$ cat config.mk
export PLATFORM = sky130hd
export DESIGN_NAME = multipart_boundary_scanner
export DESIGN_NICKNAME = d
export VERILOG_FILES = /design/src/rtl/core/mbs_pkg.sv /design/src/rtl/core/mbs_cfg.sv /design/src/rtl/core/mbs_match.sv /design/src/rtl/core/mbs_track.sv /design/src/rtl/core/multipart_boundary_scanner.sv
export SDC_FILE = /design/constraint.sdc
export NUM_CORES = 1
export LEC_CHECK = 0
export BUFFER_PORTS_ARGS = -buffer_cell sky130_fd_sc_hd__clkbuf_2
export CORE_AREA = 2 2 344 346
export CTS_CLUSTER_SIZE = 12
export DETAILED_ROUTE_END_ITERATION = 10
export DIE_AREA = 0 0 346 348
export PLACE_DENSITY = 0.45
export RECOVER_POWER = 25
export REMOVE_ABC_BUFFERS = 1
export SLEW_MARGIN = 10
export SYNTH_ARGS = -nofsm -noshare
export SYNTH_HDL_FRONTEND = slang
export SYNTH_SLANG_ARGS = --single-unit
$ cat constraint.sdc
create_clock -name clk -period 11.1 [get_ports clk]
set_input_delay 0.555 -clock clk [delete_from_list [all_inputs] [get_ports clk]]
set_output_delay 0.555 -clock clk [all_outputs]
set_load 0.1 [all_outputs]
$ cat src/rtl/core/mbs_pkg.sv
`default_nettype none
package mbs_pkg;

  localparam int MAX_BOUNDARY = 56;
  localparam int NUM_WORDS    = 7;
  localparam int PAT_LEN      = MAX_BOUNDARY + 4;
  localparam int LEN_W        = 6;
  localparam int OFF_W        = 32;

  localparam logic [2:0] REG_LENGTH = 3'(NUM_WORDS);

  localparam logic [7:0] CHAR_CR   = 8'h0d;
  localparam logic [7:0] CHAR_LF   = 8'h0a;
  localparam logic [7:0] CHAR_DASH = 8'h2d;

  localparam logic [OFF_W-1:0] OFF_MAX = '1;

  typedef logic [PAT_LEN-1:0][7:0] pat_t;

  typedef enum logic [2:0] {
    EV_NONE      = 3'd0,
    EV_PART      = 3'd1,
    EV_CLOSE     = 3'd2,
    EV_MALFORMED = 3'd3,
    EV_END       = 3'd4
  } event_t;

  typedef enum logic [5:0] {
    PH_SEEK_FIRST = 6'b000001,
    PH_SEEK       = 6'b000010,
    PH_TAIL       = 6'b000100,
    PH_CLOSE_TAIL = 6'b001000,
    PH_CLOSED     = 6'b010000,
    PH_FAILED     = 6'b100000
  } phase_t;

  typedef struct packed {
    pat_t             pattern;
    logic [LEN_W-1:0] used_len;
  } cfg_t;

  typedef struct packed {
    logic [PAT_LEN-1:0] mv;
    logic               done;
    logic [LEN_W-1:0]   plen;
  } match_t;

endpackage
`default_nettype wire

$ cat src/rtl/core/mbs_cfg.sv
`default_nettype none
module mbs_cfg
  import mbs_pkg::*;
(
  input  wire logic        clk,
  input  wire logic        rst_n,
  input  wire logic        cfg_we,
  input  wire logic [2:0]  cfg_index,
  input  wire logic [63:0] cfg_wdata,
  output cfg_t             cfg
);

  logic [63:0]      word_r [NUM_WORDS];
  logic [LEN_W-1:0] len_r;

  always_ff @(posedge clk) begin
    if (!rst_n) begin
      for (int w = 0; w < NUM_WORDS; w++) word_r[w] <= '0;
      len_r <= LEN_W'(1);
    end else if (cfg_we) begin
      if (cfg_index == REG_LENGTH) begin
        len_r <= cfg_wdata[LEN_W-1:0];
      end else begin
        word_r[cfg_index] <= cfg_wdata;
      end
    end
  end

  always_comb begin
    cfg.pattern    = '0;
    cfg.pattern[0] = CHAR_CR;
    cfg.pattern[1] = CHAR_LF;
    cfg.pattern[2] = CHAR_DASH;
    cfg.pattern[3] = CHAR_DASH;
    for (int w = 0; w < NUM_WORDS; w++) begin
      for (int j = 0; j < 8; j++) begin
        cfg.pattern[4 + 8*w + j] = word_r[w][8*j +: 8];
      end
    end
    // clamp length into 1..MAX_BOUNDARY
    if (len_r == '0) begin
      cfg.used_len = LEN_W'(1);
    end else if (len_r > LEN_W'(MAX_BOUNDARY)) begin
      cfg.used_len = LEN_W'(MAX_BOUNDARY);
    end else begin
      cfg.used_len = len_r;
    end
  end

endmodule
`default_nettype wire

$ cat src/rtl/core/mbs_match.sv
`default_nettype none
module mbs_match
  import mbs_pkg::*;
(
  input  wire cfg_t                cfg,
  input  wire logic [7:0]          data_byte,
  input  wire logic                first,
  input  wire logic [PAT_LEN-1:0]  mv_cur,
  output match_t                   res
);

  logic [PAT_LEN-1:0] eq;
  logic [PAT_LEN-1:0] hits;
  logic [PAT_LEN-1:0] mask;
  logic [PAT_LEN-1:0] eq_sh;
  logic [LEN_W-1:0]   plen;
  logic [LEN_W-1:0]   top_bit;

  always_comb begin
    for (int i = 0; i < PAT_LEN; i++) eq[i] = (cfg.pattern[i] == data_byte);
    // the first delimiter has no leading CR LF
    eq_sh = {2'b00, eq[PAT_LEN-1:2]};
    plen  = first ? (cfg.used_len + LEN_W'(2)) : (cfg.used_len + LEN_W'(4));
    for (int i = 0; i < PAT_LEN; i++) mask[i] = (LEN_W'(i) < plen);
    hits    = (first ? eq_sh : eq) & mask;
    top_bit = plen - LEN_W'(1);
    res.mv   = {mv_cur[PAT_LEN-2:0], 1'b1} & hits;
    res.done = res.mv[top_bit];
    res.plen = plen;
  end

endmodule
`default_nettype wire

$ cat src/rtl/core/mbs_track.sv
`default_nettype none
module mbs_track
  import mbs_pkg::*;
(
  input  wire logic               clk,
  input  wire logic               rst_n,
  input  wire logic               advance,
  input  wire logic [7:0]         data_byte,
  input  wire logic               last,
  input  wire match_t             match,
  output logic                    first,
  output logic [PAT_LEN-1:0]      mv,
  input  wire logic               out_ready,
  output logic                    out_valid,
  output logic [2:0]              out_event_res,
  output logic [OFF_W-1:0]        out_data_end,
  output logic [OFF_W-1:0]        out_part_start
);

  phase_t             phase_r, phase_nxt;
  logic [PAT_LEN-1:0] mv_r, mv_nxt;
  logic               tail_seen_r, tail_seen_nxt;
  logic [7:0]         first_tail_r, first_tail_nxt;
  logic [OFF_W-1:0]   offset_r, offset_nxt;
  logic [OFF_W-1:0]   delim_r, delim_nxt;
  logic               out_valid_r;
  event_t             ev_r, ev;
  logic [OFF_W-1:0]   de_r, de;
  logic [OFF_W-1:0]   ps_r, ps;
  logic [OFF_W-1:0]   off_inc;
  logic [OFF_W:0]     end_pos;

  assign first          = (phase_r == PH_SEEK_FIRST);
  assign mv             = mv_r;
  assign out_valid      = out_valid_r;
  assign out_event_res  = ev_r;
  assign out_data_end   = de_r;
  assign out_part_start = ps_r;

  always_comb begin
    off_inc        = (offset_r == OFF_MAX) ? OFF_MAX : offset_r + OFF_W'(1);
    end_pos        = {1'b0, offset_r} + (OFF_W+1)'(1);
    phase_nxt      = phase_r;
    mv_nxt         = mv_r;
    tail_seen_nxt  = tail_seen_r;
    first_tail_nxt = first_tail_r;
    delim_nxt      = delim_r;
    offset_nxt     = off_inc;
    ev             = EV_NONE;
    de             = '0;
    ps             = '0;
    case (phase_r)
      PH_SEEK_FIRST, PH_SEEK: begin
        mv_nxt = match.mv;
        if (match.done) begin
          if (end_pos >= (OFF_W+1)'(match.plen)) begin
            delim_nxt = OFF_W'(end_pos - (OFF_W+1)'(match.plen));
          end else begin
            delim_nxt = '0;
          end
          mv_nxt        = '0;
          phase_nxt     = PH_TAIL;
          tail_seen_nxt = 1'b0;
        end
      end
      PH_TAIL: begin
        if (!tail_seen_r) begin
          first_tail_nxt = data_byte;
          tail_seen_nxt  = 1'b1;
        end else if (first_tail_r == CHAR_DASH && data_byte == CHAR_DASH) begin
          phase_nxt     = PH_CLOSE_TAIL;
          tail_seen_nxt = 1'b0;
        end else begin
          if (first_tail_r == CHAR_CR && data_byte == CHAR_LF) begin
            ev        = EV_PART;
            phase_nxt = PH_SEEK;
          end else begin
            ev        = EV_MALFORMED;
            phase_nxt = PH_FAILED;
          end
          de            = delim_r;
          ps            = off_inc;
          tail_seen_nxt = 1'b0;
          mv_nxt        = '0;
        end
      end
      PH_CLOSE_TAIL: begin
        // two bytes after the closing dashes, not checked
        if (!tail_seen_r) begin
          tail_seen_nxt = 1'b1;
        end else begin
          ev            = EV_CLOSE;
          de            = delim_r;
          ps            = off_inc;
          phase_nxt     = PH_CLOSED;
          tail_seen_nxt = 1'b0;
        end
      end
      PH_CLOSED, PH_FAILED: begin
      end
      default: begin
        phase_nxt = PH_SEEK_FIRST;
      end
    endcase
    if (last) begin
      if (phase_nxt != PH_CLOSED && phase_nxt != PH_FAILED) begin
        ev = EV_END;
        de = off_inc;
        ps = off_inc;
      end
      phase_nxt      = PH_SEEK_FIRST;
      mv_nxt         = '0;
      tail_seen_nxt  = 1'b0;
      first_tail_nxt = '0;
      offset_nxt     = '0;
      delim_nxt      = '0;
    end
  end

  always_ff @(posedge clk) begin
    if (!rst_n) begin
      phase_r      <= PH_SEEK_FIRST;
      mv_r         <= '0;
      tail_seen_r  <= 1'b0;
      first_tail_r <= '0;
      offset_r     <= '0;
      delim_r      <= '0;
      out_valid_r  <= 1'b0;
    end else begin
      if (advance) begin
        phase_r      <= phase_nxt;
        mv_r         <= mv_nxt;
        tail_seen_r  <= tail_seen_nxt;
        first_tail_r <= first_tail_nxt;
        offset_r     <= offset_nxt;
        delim_r      <= delim_nxt;
        out_valid_r  <= 1'b1;
      end else if (out_ready) begin
        out_valid_r  <= 1'b0;
      end
    end
  end

  always_ff @(posedge clk) begin
    if (advance) begin
      ev_r <= ev;
      de_r <= de;
      ps_r <= ps;
    end
  end

endmodule
`default_nettype wire

$ cat src/rtl/core/multipart_boundary_scanner.sv
// Channel  Direction  Handshake               Payload
// in       input      in_valid / in_ready     in_data_byte, in_end_of_body
// out      output     out_valid / out_ready   out_event_res, out_data_end, out_part_start
// cfg      input      cfg_we                  cfg_index, cfg_wdata
//
// One item per cycle unless out stalls; an item passes the input, then the result register.
// The cycle is set by the shift-and match: 60 byte compares, a mask and a bit select.
// Reset (rst_n low, synchronous) clears the scan state and sets boundary length 1.
// A stall on out holds the result register; the input register keeps taking items
// until it is full too, and then in_ready drops.
`default_nettype none
module multipart_boundary_scanner
  import mbs_pkg::*;
(
  input  wire logic              clk,
  input  wire logic              rst_n,
  input  wire logic              in_valid,
  output logic                   in_ready,
  input  wire logic [7:0]        in_data_byte,
  input  wire logic              in_end_of_body,
  output logic                   out_valid,
  input  wire logic              out_ready,
  output logic [2:0]             out_event_res,
  output logic [OFF_W-1:0]       out_data_end,
  output logic [OFF_W-1:0]       out_part_start,
  input  wire logic              cfg_we,
  input  wire logic [2:0]        cfg_index,
  input  wire logic [63:0]       cfg_wdata
);

  logic               s1_valid_r;
  logic [7:0]         s1_byte_r;
  logic               s1_last_r;
  logic               advance;
  logic               first;
  logic [PAT_LEN-1:0] mv;
  cfg_t               cfg;
  match_t             match;

  assign advance  = s1_valid_r && (!out_valid || out_ready);
  assign in_ready = !s1_valid_r || advance;

  always_ff @(posedge clk) begin
    if (!rst_n) begin
      s1_valid_r <= 1'b0;
    end else if (in_valid && in_ready) begin
      s1_valid_r <= 1'b1;
    end else if (advance) begin
      s1_valid_r <= 1'b0;
    end
  end

  always_ff @(posedge clk) begin
    if (in_valid && in_ready) begin
      s1_byte_r <= in_data_byte;
      s1_last_r <= in_end_of_body;
    end
  end

  mbs_cfg u_cfg (
    .clk       (clk),
    .rst_n     (rst_n),
    .cfg_we    (cfg_we),
    .cfg_index (cfg_index),
    .cfg_wdata (cfg_wdata),
    .cfg       (cfg)
  );

  mbs_match u_match (
    .cfg       (cfg),
    .data_byte (s1_byte_r),
    .first     (first),
    .mv_cur    (mv),
    .res       (match)
  );

  mbs_track u_track (
    .clk            (clk),
    .rst_n          (rst_n),
    .advance        (advance),
    .data_byte      (s1_byte_r),
    .last           (s1_last_r),
    .match          (match),
    .first          (first),
    .mv             (mv),
    .out_ready      (out_ready),
    .out_valid      (out_valid),
    .out_event_res  (out_event_res),
    .out_data_end   (out_data_end),
    .out_part_start (out_part_start)
  );

  a_ready_when_empty: assert property (@(posedge clk) disable iff (!rst_n)
    !out_valid |-> in_ready)
    else $error("input stalled while result register empty");

  a_none_zero: assert property (@(posedge clk) disable iff (!rst_n)
    out_valid && out_event_res == EV_NONE |-> out_data_end == '0 && out_part_start == '0)
    else $error("offsets reported without an event");

  a_end_offsets: assert property (@(posedge clk) disable iff (!rst_n)
    out_valid && out_event_res == EV_END |-> out_data_end == out_part_start)
    else $error("unexpected end offsets differ");

  a_event_code: assert property (@(posedge clk) disable iff (!rst_n)
    out_valid |-> out_event_res <= EV_END)
    else $error("event code out of range");

endmodule
`default_nettype wire
After elaboration in Yosys (flattened, before gate mapping)
Memory sizes are Yosys's and may differ from the RTL's.
Index checks and enable logic that the tools add are counted.
Widths: inputs -> output; s select.
{"block": "op_classes", "add_sub_neg": 6, "order_cmp": 63, "eq_ne": 77, "muxes": 62, "n_bitwise": 2, "n_reduce_logical": 26}
{"cell": "$mux 32", "n": 16}
{"cell": "$eq 8x8->1", "n": 56}
{"cell": "$mux 59", "n": 4}
{"cell": "$lt 6x6->1 const A", "n": 28}
{"cell": "$pmux 32 s2", "n": 2}
{"cell": "$and 60x60->60", "n": 2}
{"cell": "$pmux 59 s2", "n": 1}
{"cell": "$lt 5x6->1 const A", "n": 16}
{"cell": "$mux 64", "n": 1}
{"cell": "$reduce_or 64->1", "n": 1}
{"cell": "$mux 60", "n": 1}
{"cell": "$mux 6", "n": 9}
{"cell": "$lt 4x6->1 const A", "n": 8}
{"cell": "$add 32x1->33 const B", "n": 1}
{"cell": "$ge 33x6->1", "n": 1}
{"cell": "$add 32x1->32 const B", "n": 1}
{"cell": "$eq 32x32->1 const B", "n": 1}
{"cell": "$sub 32x6->32", "n": 1}
{"cell": "$lt 3x6->1 const A", "n": 4}
{"cell": "$mux 8", "n": 3}
{"cell": "$pmux 6 s4", "n": 1}
{"cell": "$eq 4x8->1 const A", "n": 2}
{"cell": "$eq 8x4->1 const B", "n": 2}
{"cell": "$eq 8x6->1 const B", "n": 2}
{"cell": "other kinds (36)", "n": 72}
{"block": "word_totals", "regBits": 222, "ramBits": 448, "inputBits": 81, "out_inout_bits": 69, "word_cells": 251, "mem_count": 1}
{"memory": "u_cfg.word_r", "words": 7, "word_bits": 64, "rd": 7, "rd_ports_with_merged_regs": 0, "wr": 7, "line": "mbs_cfg.sv:13", "rtl": "logic [63:0] word_r [NUM_WORDS];"}

Longest topological paths before layout
Gate-level depths: netlist of the first run.
{"block": "depth", "depth_word": 16, "mapped_depth": 22, "ltp_nobuf": 19}

Cells and area by module
Synthesis of the first run repeated with hierarchy kept, for this count alone.
{"block": "unflattened", "hier_cells": 3504, "area_unflattened_um2": 35581.6}
{"module": "mbs_cfg", "n_inst": 1, "cells_per_inst": 1275, "area_per_inst_um2": 17187.7, "seq_area_each_um2": 12932.4}
{"module": "mbs_track", "n_inst": 1, "cells_per_inst": 1111, "area_per_inst_um2": 10029.6, "seq_area_each_um2": 4814.6}
{"module": "mbs_match", "n_inst": 1, "cells_per_inst": 1102, "area_per_inst_um2": 8018.9, "seq_area_each_um2": 0.0}
{"module": "multipart_boundary_scanner", "n_inst": 1, "cells_per_inst": 16, "area_per_inst_um2": 345.3, "seq_area_each_um2": 290.3}

Least setup slack after synthesis of the first run
Ideal clock, no wire load.
{"block": "synth_timing", "path_kind": "flip-flop to flip-flop", "startpoint": "reg u_track.phase_r[3]", "endpoint": "reg u_track.mv_r[3] (netlist: u_track.mv[3])", "setup_ns": 0.059, "t_arrival_ns": 4.476, "t_required_ns": 11.041, "setup_slack_ns": 6.565, "path_stages_with_launch": 21, "path_buffers": 7, "period_less_slack_ns": 4.535, "cell_sequence": "dfxtp_1 buf_2 or4_4 buf_6 nor2_2 buf_2 buf_2 xnor2_1 ha_1 clkbuf_1 o2111ai_1 o211a_1 clkbuf_1 nand2_1 a31oi_1 a211o_1 a32o_1 a211oi_4 buf_6 a32o_1 and2_1"}
{"block": "synth_between", "elab_chain_len": 10, "elab_cells_between_ends": 78, "classes_between": "add/sub (1); order compare (60); eq/ne (5); mux (7); bitwise (2); reduce/logical (3)"}
{"element": "start, declared", "line": "mbs_track.sv:20", "rtl": "phase_t phase_r, phase_nxt;"}
{"element": "start signal, assigned", "line": "mbs_track.sv:131", "rtl": "phase_r <= phase_nxt;"}
{"element": "$eq 6x1->1", "line": "mbs_track.sv:33, mbs_track.sv:52"}
{"element": "$mux 6", "line": "mbs_match.sv:23", "rtl": "plen = first ? (cfg.used_len + LEN_W'(2)) : (cfg.used_len + LEN_W'(4));"}
{"element": "$lt 1x6->1, or another cell as far along", "line": "mbs_match.sv:24", "rtl": "for (int i = 0; i < PAT_LEN; i++) mask[i] = (LEN_W'(i) < plen);"}
{"element": "$and 60x60->60", "line": "mbs_match.sv:25", "rtl": "hits = (first ? eq_sh : eq) & mask;"}
{"element": "$and 60x60->60", "line": "mbs_match.sv:27", "rtl": "res.mv = {mv_cur[PAT_LEN-2:0], 1'b1} & hits;"}
{"element": "$bmux 1 s6", "line": "mbs_match.sv:28", "rtl": "res.done = res.mv[top_bit];"}
{"element": "$mux 1 (implied by the code)", "line": "mbs_match.sv:28"}
{"element": "$mux 59", "line": "mbs_track.sv:55", "rtl": "if (match.done) begin"}
{"element": "$pmux 59 s2", "line": "mbs_track.sv:52", "rtl": "case (phase_r)"}
{"element": "$mux 59", "line": "mbs_track.sv:105", "rtl": "if (last) begin"}
{"element": "end signal, assigned", "line": "mbs_track.sv:132", "rtl": "mv_r <= mv_nxt;"}
{"element": "end, declared", "line": "mbs_track.sv:21", "rtl": "logic [PAT_LEN-1:0] mv_r, mv_nxt;"}
Parallel ways exist; a longest one is shown, timed or not. The select of a mux whose other input is x is not followed.
A chain may end at the register's enable or synchronous reset.

Final worst setup path of the first run
{"block": "layout_timing", "startpoint": "reg u_cfg.len_r[4]", "endpoint": "reg u_track.delim_r[8]"}
{"block": "layout_between", "elab_chain_len": 12, "elab_cells_between_ends": 80, "classes_between": "add/sub (4); order compare (62); mux (9); bitwise (2); reduce/logical (3)"}
{"element": "start, declared", "line": "mbs_cfg.sv:14", "rtl": "logic [LEN_W-1:0] len_r;"}
{"element": "start signal, assigned", "line": "mbs_cfg.sv:22", "rtl": "len_r <= cfg_wdata[LEN_W-1:0];"}
{"element": "$gt 6x6->1", "line": "mbs_cfg.sv:43", "rtl": "end else if (len_r > LEN_W'(MAX_BOUNDARY)) begin"}
{"element": "$mux 6", "line": "mbs_cfg.sv:43"}
{"element": "$mux 6 (*)", "line": "mbs_cfg.sv:41", "rtl": "if (len_r == '0) begin"}
{"element": "$add 6x3->6 / $add 6x2->6 (equally long branches)", "line": "mbs_match.sv:23"}
{"element": "$mux 6 (*)", "line": "mbs_match.sv:23"}
{"element": "$lt 1x6->1, or another cell as far along", "line": "mbs_match.sv:24"}
{"element": "$and 60x60->60", "line": "mbs_match.sv:25"}
{"element": "$and 60x60->60", "line": "mbs_match.sv:27"}
{"element": "$bmux 1 s6", "line": "mbs_match.sv:28"}
{"element": "$mux 1 (implied by the code)", "line": "mbs_match.sv:28"}
{"element": "$reduce_bool 2->1 (no line)"}
{"element": "$reduce_and 3->1 (no line)"}
{"element": "end signal, assigned", "line": "mbs_track.sv:136", "rtl": "delim_r <= delim_nxt;"}
{"element": "end, declared", "line": "mbs_track.sv:25", "rtl": "logic [OFF_W-1:0] delim_r, delim_nxt;"}
Every way passes the cells marked *; elsewhere a longest branch is shown, timed or not. The select of a mux whose other input is x is not followed.

==> impl_summary.log, run 1 <==
[metrics] result of the run: complete, but fails checks
[metrics] failing checks: max-capacitance violations, max-slew violations
[metrics] vias in the first global route: 25160
[metrics] number of maximum-capacitance constraint violations: 9
[metrics] horizontal die dimension: 346 µm
[metrics] antenna-violating nets left: 0
[metrics] placement row count: 126
[metrics] final count of hold timing violations: 0
[metrics] number of setup violations in the final report: 0
[metrics] share of flip-flops with an asynchronous set or reset after synthesis: 0
[metrics] hold_ws: 0.08009 ns
[metrics] Synth Area per Inst: 10.02 µm²
[metrics] unrepaired setup endpoints after global routing: no
[metrics] setup slack of the most critical reg-to-reg path: 4.50 ns
[metrics] f_max: 0.1515 GHz
[metrics] fill cell instance count of the final layout: 12170
[metrics] Area Overhead vs Synth: 13.47%
[metrics] top area cells in the synthesized netlist: sky130_fd_sc_hd__edfxtp_1 40%, sky130_fd_sc_hd__dfxtp_1 12%, sky130_fd_sc_hd__xor2_1 8.8%
[metrics] Avg WL per Cell: 22.56 µm
[metrics] number of standard cells after synthesis: 3469
[metrics] relative slew slack: -1.120
[metrics] number of port buffers: 149
[metrics] standby leakage power: roughly 14 nW
[metrics] number of warning messages in the yosys log: 0
[metrics] most used flip-flop cell after synthesis: sky130_fd_sc_hd__edfxtp_1
[metrics] number of setup buffers added after CTS: 0
[metrics] Period Utilization, post-route: 0.5948
[metrics] Clk pin slew, worst setup/hold paths: 0.06 ns
[metrics] GRT Residual Overflow: 0
[metrics] final non-filler cell area: 39440 µm²
[metrics] leading cell type by number of instances after synthesis: sky130_fd_sc_hd__edfxtp_1
[metrics] library cell occupying the most area in the post-synthesis netlist: sky130_fd_sc_hd__edfxtp_1
[metrics] startpoint-to-endpoint class of the critical path: flop to flop
[metrics] maximum number of pins on one net before global-route repair: 76
[metrics] post-place instance area: 36920 µm²
[metrics] via total after detailed routing: about 26000
[metrics] unique cell type count in the Yosys netlist: 101
[metrics] routed via count divided by cell count: 5.023
[metrics] netlist area before placement: 34760 µm²
[metrics] hold path start: in_data_byte[5]
[metrics] number of buffers added to fix hold violations after cts: 0
[metrics] register bit total from synthesis: 670
[metrics] endpoint required time on the critical path: 11.67 ns
[metrics] first element of the critical path: u_cfg.len_r[4]
[metrics] total negative slack: 0 ns
[metrics] weighted congestion at the end of routability-driven global placement: 0.9148
[metrics] aggregate routed wire length: 115400 µm
[metrics] deepest level of the CTS H-tree: 3
[metrics] total DRC errors in the routed layout: 0
[metrics] net count reported at finish: 3601
[metrics] area of all sequential standard cells: roughly 18000 µm²
[metrics] Die Height: 348 µm
[metrics] worst voltage drop across the vdd grid: slightly above 0.1 mV
[metrics] data arrival time at the worst-slack endpoint: ~7.2 ns
[metrics] reg-to-reg critical path startpoint: u_cfg.len_r[4]
[metrics] starting DRC count in detailed routing: 1714
[metrics] endpoint type of the worst setup path: flop
[metrics] core region area: between 100000 and 150000 µm²
[metrics] I/O pins: 150
[metrics] sequential area share after synthesis: 0.5184
[metrics] final critical-path required period: 6.603 ns
[metrics] fraction of final layout cells with drive strength greater than 1: 0.09200
[metrics] number of antenna violations at the first check in global routing: 3
[metrics] Initial Util: 0.2971
[metrics] total routing usage reported by global routing: 0.1886
[metrics] number of flops mapped to enable cells by yosys: 460
[metrics] Slew Viols, Final: 369
[metrics] clock buffer depth: 3
[metrics] Worst Tran Pin Value: 3.180 ns
[metrics] Sink Count: 670
[metrics] worst skew pair latency: 0.68 ns
[metrics] Resize count post-CTS: 0
[metrics] top post-synthesis cells by count: 460 x sky130_fd_sc_hd__edfxtp_1, 433 x sky130_fd_sc_hd__nor2_1, 350 x sky130_fd_sc_hd__xor2_1, 275 x sky130_fd_sc_hd__nand2_1, 210 x sky130_fd_sc_hd__dfxtp_1
[metrics] wire length of the first global-routing pass: approximately 170000 µm
[metrics] path type of the worst min-delay path: input pin to flop
[metrics] die footprint: between 100000 and 150000 µm²
[metrics] Finished Core Util: 0.3372
[metrics] Final HPWL DP: 75360 µm
[metrics] clock tree from TritonCTS: yes
[metrics] portion of synthesized cell area occupied by the leading cell type: 0.3974
[metrics] critical path startpoint category: flop
[metrics] clock tree root driver cell: sky130_fd_sc_hd__clkbuf_16
[metrics] number of buffers inserted during clock tree synthesis: between 80 and 90
[metrics] drt first pass iters: 5
[metrics] Fin Clk Skew: around 0.032 ns
[metrics] power density over the cells: 157.5 nW/µm²
[metrics] Multi-input gate area: between 15000 and 20000 µm²
[metrics] Final Total Pwr: a little over 6 mW
[metrics] Max Fanout on Critical Path: 43
==> layout make-up <==
| class | count | area share |
|---|---|---|
| Sequential cell | 670 | 0.4568 |
| Timing Repair Buffer | 206 | 0.02912 |
| Multi-Input combinational cell | 2444 | 0.3883 |
| Clock inverter | 36 | 0.007709 |
| Inverter | 103 | 0.009898 |
| Clock buffer | 117 | 0.05926 |
| Antenna cell | 3 | 0.0001903 |
| Tap cell | 1536 | 0.04873 |
==> sequential cells by signal (all words and copies together), names as in the netlist, 8 cells and up <==
signal / cells
u_track.delim_r: 32
u_cfg.word_r: 448
u_track.mv: 59
u_track.offset_r: 32
s1_byte_r: 8
u_track.out_part_start: 32
u_track.first_tail_r: 8
u_track.out_data_end: 32
==> power by group <==
group / switching [mW] / internal [mW] / leakage, nW
logic: 0.525 / 0.202 / 6.31
registers: 0.0507 / 2.78 / 6.09
clock network: 1.13 / 1.52 / 1.29
total: 1.70 / 4.51 / 13.7
==> cell families (layout without fill, tap and decap cells) <==
kind of cell | after synthesis | count (layout) | share of synthesized area
compound gates | 579 | 579 | 0.1134
xor+xnor | 517 | 517 | 0.1303
fa+ha+maj | 13 | 13 | 0.004824
buf+inv | 355 | 462 | 0.04276
flops | 670 | 670 | 0.5184
mux | 17 | 17 | 0.005327
other cells | 0 | 3 | 0
simple gates | 1318 | 1318 | 0.1850
==> layout by cell type, fill, tap and decap left out, drive strengths merged, types with 21 or more instances in the layout <==
cell    synthesis  routed
o21a           34      34
nor2b          50      50
nand3b         38      38
clkbuf        155     273
buf            97      50
and2          123     123
a31oi          52      52
a21boi         63      63
xnor2         167     167
o21ai         143     143
edfxtp        460     460
a22oi          32      32
nor3           42      42
nor4           90      90
dfxtp         210     210
inv           101     104
clkinv          2      33
nor2          434     434
nand2         275     275
xor2          350     350
a21oi          98      98
nand3         129     129
nand4          56      56
and3           21      21
==> final timing paths <==
path | cells past startpoint | endpoint
setup / recovery | 15 | u_track.delim_r[8]
hold / removal | 1 | s1_byte_r[5]
hold reg to reg | 2 | u_track.mv[43]
setup reg to reg | 15 | u_track.delim_r[8]
==> metrics by stage <==
stage	std cells	worst slack (ns)
2_1_floorplan	3217	4.019
3_3_place_gp	4959	4.686
3_5_place_dp	4959	4.662
4_1_cts	5112	4.606
5_1_grt	5112	4.104
6_report	5115	4.497
==> per-layer routing <==
| layer | vias up | share of wire | track usage |
|---|---|---|---|
| met5 | - | 0 | 0 |
| met4 | 0 | 0.024 | 0.05418 |
| met2 | 529 | 0.47 | 0.3128 |
| li1 | 12270 | - | - |
| met3 | 145 | 0.035 | 0.02164 |
| met1 | 12750 | 0.47 | 0.2589 |
==> worst max-delay path: stages (launching register included) <==
cell and delay [ns]:
sky130_fd_sc_hd__dfxtp_1 0.60, sky130_fd_sc_hd__nand3_1 0.51, sky130_fd_sc_hd__nand2_1 0.34, sky130_fd_sc_hd__inv_1 0.10, sky130_fd_sc_hd__ha_1 0.30, sky130_fd_sc_hd__a31oi_1 0.37, sky130_fd_sc_hd__a22o_1 0.69, sky130_fd_sc_hd__o21ai_0 0.22
sky130_fd_sc_hd__a21o_1 0.23, sky130_fd_sc_hd__mux4_2 0.48, sky130_fd_sc_hd__a2111oi_0 0.69, sky130_fd_sc_hd__o32a_2 0.34, sky130_fd_sc_hd__a21o_2 0.10, sky130_fd_sc_hd__buf_4 0.49, sky130_fd_sc_hd__nand4_4 0.62, sky130_fd_sc_hd__o21ai_1 0.34
(Power assumes the default switching activity.)
==> inputs of run 2 (changes only) <==
Settings changed: PLACE_DENSITY 0.45 to 0.47.
Clock period 11.1 ns to 5.5 ns, I/O delays scaled along.
==> run 2 against run 1 <==
  * The run still ends with max-capacitance violations, max-slew violations left
  * Die area did not move
  * Worst setup slack lost 4.1 ns
  * Cell area up 4.0%
  * Flip-flop and latch count unchanged
  * Combinational power increased by 120%
  * Sequential share of layout area is 1.7 points lower
  * Critical path type unchanged
  * Critical endpoint is now u_track.tail_seen_r
  * Highest routed layer unchanged
==> impl_summary.log, run 2 (synthesized netlist as in run 1, its figures left out) <==
[metrics] cell type group with the largest total delay on the critical path: compound AO/OA/AOI/OAI gates
[metrics] final non-filler cell area: 41010 µm² (+4.0%)
[metrics] reg-to-reg critical path startpoint: u_cfg.len_r[3]
[metrics] end of the critical path: u_track.tail_seen_r
[metrics] total inserted antenna cells: 0 (-3)
[metrics] final setup margin: 0.4146 ns (-4.083 ns)
[metrics] unrepaired setup endpoints after global routing: no
[metrics] critical path startpoint category: flop
[metrics] routed via count divided by cell count: 5.009 (-0.29%)
[metrics] worst skew pair latency: 0.68 ns (about the same)
[metrics] critical-path cell list: and3_1, nor2_1, ha_1, clkinv_1, nor4_1, o21ai_1, o221ai_2, nor3_1, a2111oi_2, a2111oi_0, o32a_2, a21o_2, buf_4, a211o_1, a21boi_1
[metrics] Slew Viols, Final: 387 (+4.9%)
[metrics] Worst Reg2Reg Path Length in Cells: 15 (unchanged)
[metrics] post-place instance area: 37650 µm² (+2.0%)
[metrics] number of maximum-capacitance constraint violations: 8 (-1)
[metrics] Area Overhead vs Synth: 17.97%
[metrics] Clk pin slew, worst setup/hold paths: 0.06 ns (about the same)
[metrics] Sink Count: 670 (unchanged)
[metrics] Avg WL per Cell: 21.78 µm (-3.5%)
[metrics] Final HPWL DP: 77770 µm (+3.2%)
[metrics] deepest level of the CTS H-tree: 3 (unchanged)
[metrics] Initial Util: 0.2971 (unchanged)
[metrics] starting DRC count in detailed routing: 1778 (+3.7%)
[metrics] power density over the cells: 311.4 nW/µm² (+98%)
[metrics] final count of hold timing violations: 0 (unchanged)
[metrics] flip-flop count of the largest register, all copies and words added: 448 (unchanged)
[metrics] Finished Core Util: 0.3505 (+0.01338)
[metrics] clock buffer depth: 3 (unchanged)
[metrics] via total after detailed routing: 26370 (+2.6%)
[metrics] standby leakage power: 14.48 nW (+5.7%)
[metrics] maximum number of pins on one net before global-route repair: 84 (+11%)
[metrics] final critical-path required period: 5.085 ns (-1.517 ns)
[metrics] endpoint type of the worst setup path: flop
[metrics] leading cell type in the layout, fill and taps excluded: sky130_fd_sc_hd__edfxtp_1
[metrics] net count reported at finish: 3754 (+4.2%)
[metrics] first element of the critical path: u_cfg.len_r[3]
[metrics] number of setup buffers added after CTS: 0 (unchanged)
[metrics] endpoint required time on the critical path: 6.08 ns (-5.59 ns)
[metrics] result of the run: complete, but fails checks
[metrics] clock tree root driver cell: sky130_fd_sc_hd__clkbuf_16
[metrics] fill cell instance count of the final layout: 12000 (-1.4%)
[metrics] instance count on the critical path: 15 (unchanged)
[metrics] total DRC errors in the routed layout: 0 (unchanged)
[metrics] hold_ws: 0.06891 ns (-0.01118 ns)
[metrics] slowest cell delay on critical path: 0.66 ns (-0.03 ns)
[metrics] weighted congestion at the end of routability-driven global placement: 0.9527 (+4.1%)
[metrics] reg-to-reg critical path endpoint: u_track.tail_seen_r
[metrics] path type of the worst min-delay path: input pin to flop
[metrics] commonest cells after routing, fill and taps aside: 460 x sky130_fd_sc_hd__edfxtp_1, 432 x sky130_fd_sc_hd__nor2_1, 350 x sky130_fd_sc_hd__xor2_1
[metrics] failing checks: max-capacitance violations, max-slew violations
[metrics] I/O pins: 150 (unchanged)
[metrics] number of buffers inserted during clock tree synthesis: 82 (-1.2%)
[metrics] aggregate routed wire length: 114700 µm (-0.62%)
[metrics] setup slack of the most critical reg-to-reg path: 0.41 ns (-4.08 ns)
[metrics] Worst path slowest cell: sky130_fd_sc_hd__nor4_1
[metrics] Fin Clk Skew: 0.04168 ns (+0.009900 ns)
[metrics] number of port buffers: 149 (unchanged)
[metrics] register with the highest flop count: u_cfg.word_r
[metrics] switching share of total power: 0.2748 (+0.0008894)
[metrics] net switching power of the design: 3.510 mW (+110%)
[metrics] Place WS: 0.6281 ns (-4.034 ns)
[metrics] number of antenna violations at the first check in global routing: 0 (-3)
[metrics] core region area: 117000 µm² (unchanged)
[metrics] cell-internal power: 9.261 mW (+110%)
[metrics] Worst Tran Pin Value: 4.089 ns (+0.9082 ns)
[metrics] vias in the first global route: 25890 (+2.9%)
[metrics] Die Height: 348 µm (unchanged)
[metrics] Max Fanout on Critical Path: 10 (-77%)
[metrics] wire length of the first global-routing pass: 170800 µm (-0.58%)
[metrics] register share of total power: 0.449 (-0.007)
[metrics] antenna-violating nets left: 0 (unchanged)
[metrics] horizontal die dimension: 346 µm (unchanged)
[metrics] total routing usage reported by global routing: 0.1864 (-0.002195)
[metrics] Resize count post-CTS: 0 (unchanged)
[metrics] drt first pass iters: 7 (+2)
[metrics] Period Utilization, post-route: 0.9246 (+0.3298)
[metrics] startpoint-to-endpoint class of the critical path: flop to flop
[metrics] combinational share of power: 0.123 (+0.006)
[metrics] placement row count: 126 (unchanged)
[metrics] data arrival time at the worst-slack endpoint: 5.67 ns (-1.50 ns)
[metrics] worst voltage drop across the vdd grid: 0.1953 mV (+93%)
[metrics] clock tree from TritonCTS: yes
[metrics] f_max: 0.1966 GHz (+30%)
[metrics] number of setup violations in the final report: 0 (unchanged)
[metrics] die footprint: 120400 µm² (unchanged)
[metrics] fraction of final layout cells with drive strength greater than 1: 0.1118 (+0.01982)
[metrics] relative slew slack: -1.726 (-0.6055)
[metrics] Critical path buffers and inverters: 2 (unchanged)
[metrics] clock share of power: 0.428 (about the same)
[metrics] GRT Residual Overflow: 0 (unchanged)
-- run 2: cell types whose count changed in the layout (fill, tap and decap cells not counted), moves of 3 or more --
| cell | previous run | this run |
|---|---|---|
| sky130_fd_sc_hd__buf_12 | 5 | 18 |
| sky130_fd_sc_hd__buf_4 | 45 | 110 |
| sky130_fd_sc_hd__bufinv_16 | 2 | 5 |
| sky130_fd_sc_hd__clkbuf_1 | 79 | 75 |
| sky130_fd_sc_hd__clkbuf_16 | 85 | 82 |
| sky130_fd_sc_hd__clkbuf_2 | 100 | 97 |
| sky130_fd_sc_hd__clkinv_1 | 16 | 9 |
| sky130_fd_sc_hd__clkinv_2 | 13 | 18 |
| sky130_fd_sc_hd__clkinvlp_4 | 0 | 7 |
| sky130_fd_sc_hd__diode_2 | 3 | 0 |
| sky130_fd_sc_hd__dlygate4sd3_1 | 0 | 76 |
| sky130_fd_sc_hd__nand2_1 | 273 | 270 |
| sky130_fd_sc_hd__nand2_2 | 2 | 5 |
-- run 2: layout make-up --
class / count / area (µm²) / area share
clock buffers: 107 / 2226 / 0.05428
clock inverters: 45 / 486.7 / 0.01187
inverters: 103 / 390.4 / 0.009520
multi-input cells: 2444 / 15300 / 0.3732
flip-flops and latches: 670 / 18020 / 0.4394
well taps: 1536 / 1922 / 0.04687
repair buffers: 360 / 2661 / 0.06490
-- run 2: metal layers --
layer,vias to the layer above,share of wire,global-route usage
met5,-,0,0
met4,0,0.028,0.05882
met3,174,0.039,0.02180
met2,648,0.47,0.3111
met1,12980,0.46,0.2521
li1,12570,-,-
-- run 2: worst min-delay path by stage --
stage,depth (start not counted),slack (ns),endpoint,start
finish,2,0.07,u_track.offset_r[29],rst_n
global route,2,0.06,u_track.offset_r[31],rst_n
CTS,2,0.03,u_track.offset_r[0],rst_n
detailed placement,2,0.44,u_track.mv[43],u_track.mv[43]
global placement,2,0.44,u_track.mv[1],u_track.mv[1]
floorplan,1,0.34,u_cfg.len_r[0],rst_n
-- run 2: power by group through the flow --
stage	sequential [mW]	combinational (mW)	clock (mW)
after floorplan	6.03	0.742	0
after global placement	5.84	1.55	0
after detailed placement	5.84	1.55	0
after CTS	5.73	1.60	5.58
after global routing	5.76	1.70	5.76
final	5.73	1.58	5.46
-- run 2: repair_timing --
action	4_1_cts	5_1_grt
endpoints found under the hold margin	110	0
hold buffers	76	0
endpoints found under the setup margin	0	0
-- run 2: metrics by stage --
step	std cells	power [mW]	TNS, ns
global route	5265	13.22	0
detailed placement	5037	7.388	0
global placement	5037	7.390	0
finish	5265	12.77	0
CTS	5265	12.91	0
floorplan	3217	6.773	-120.98
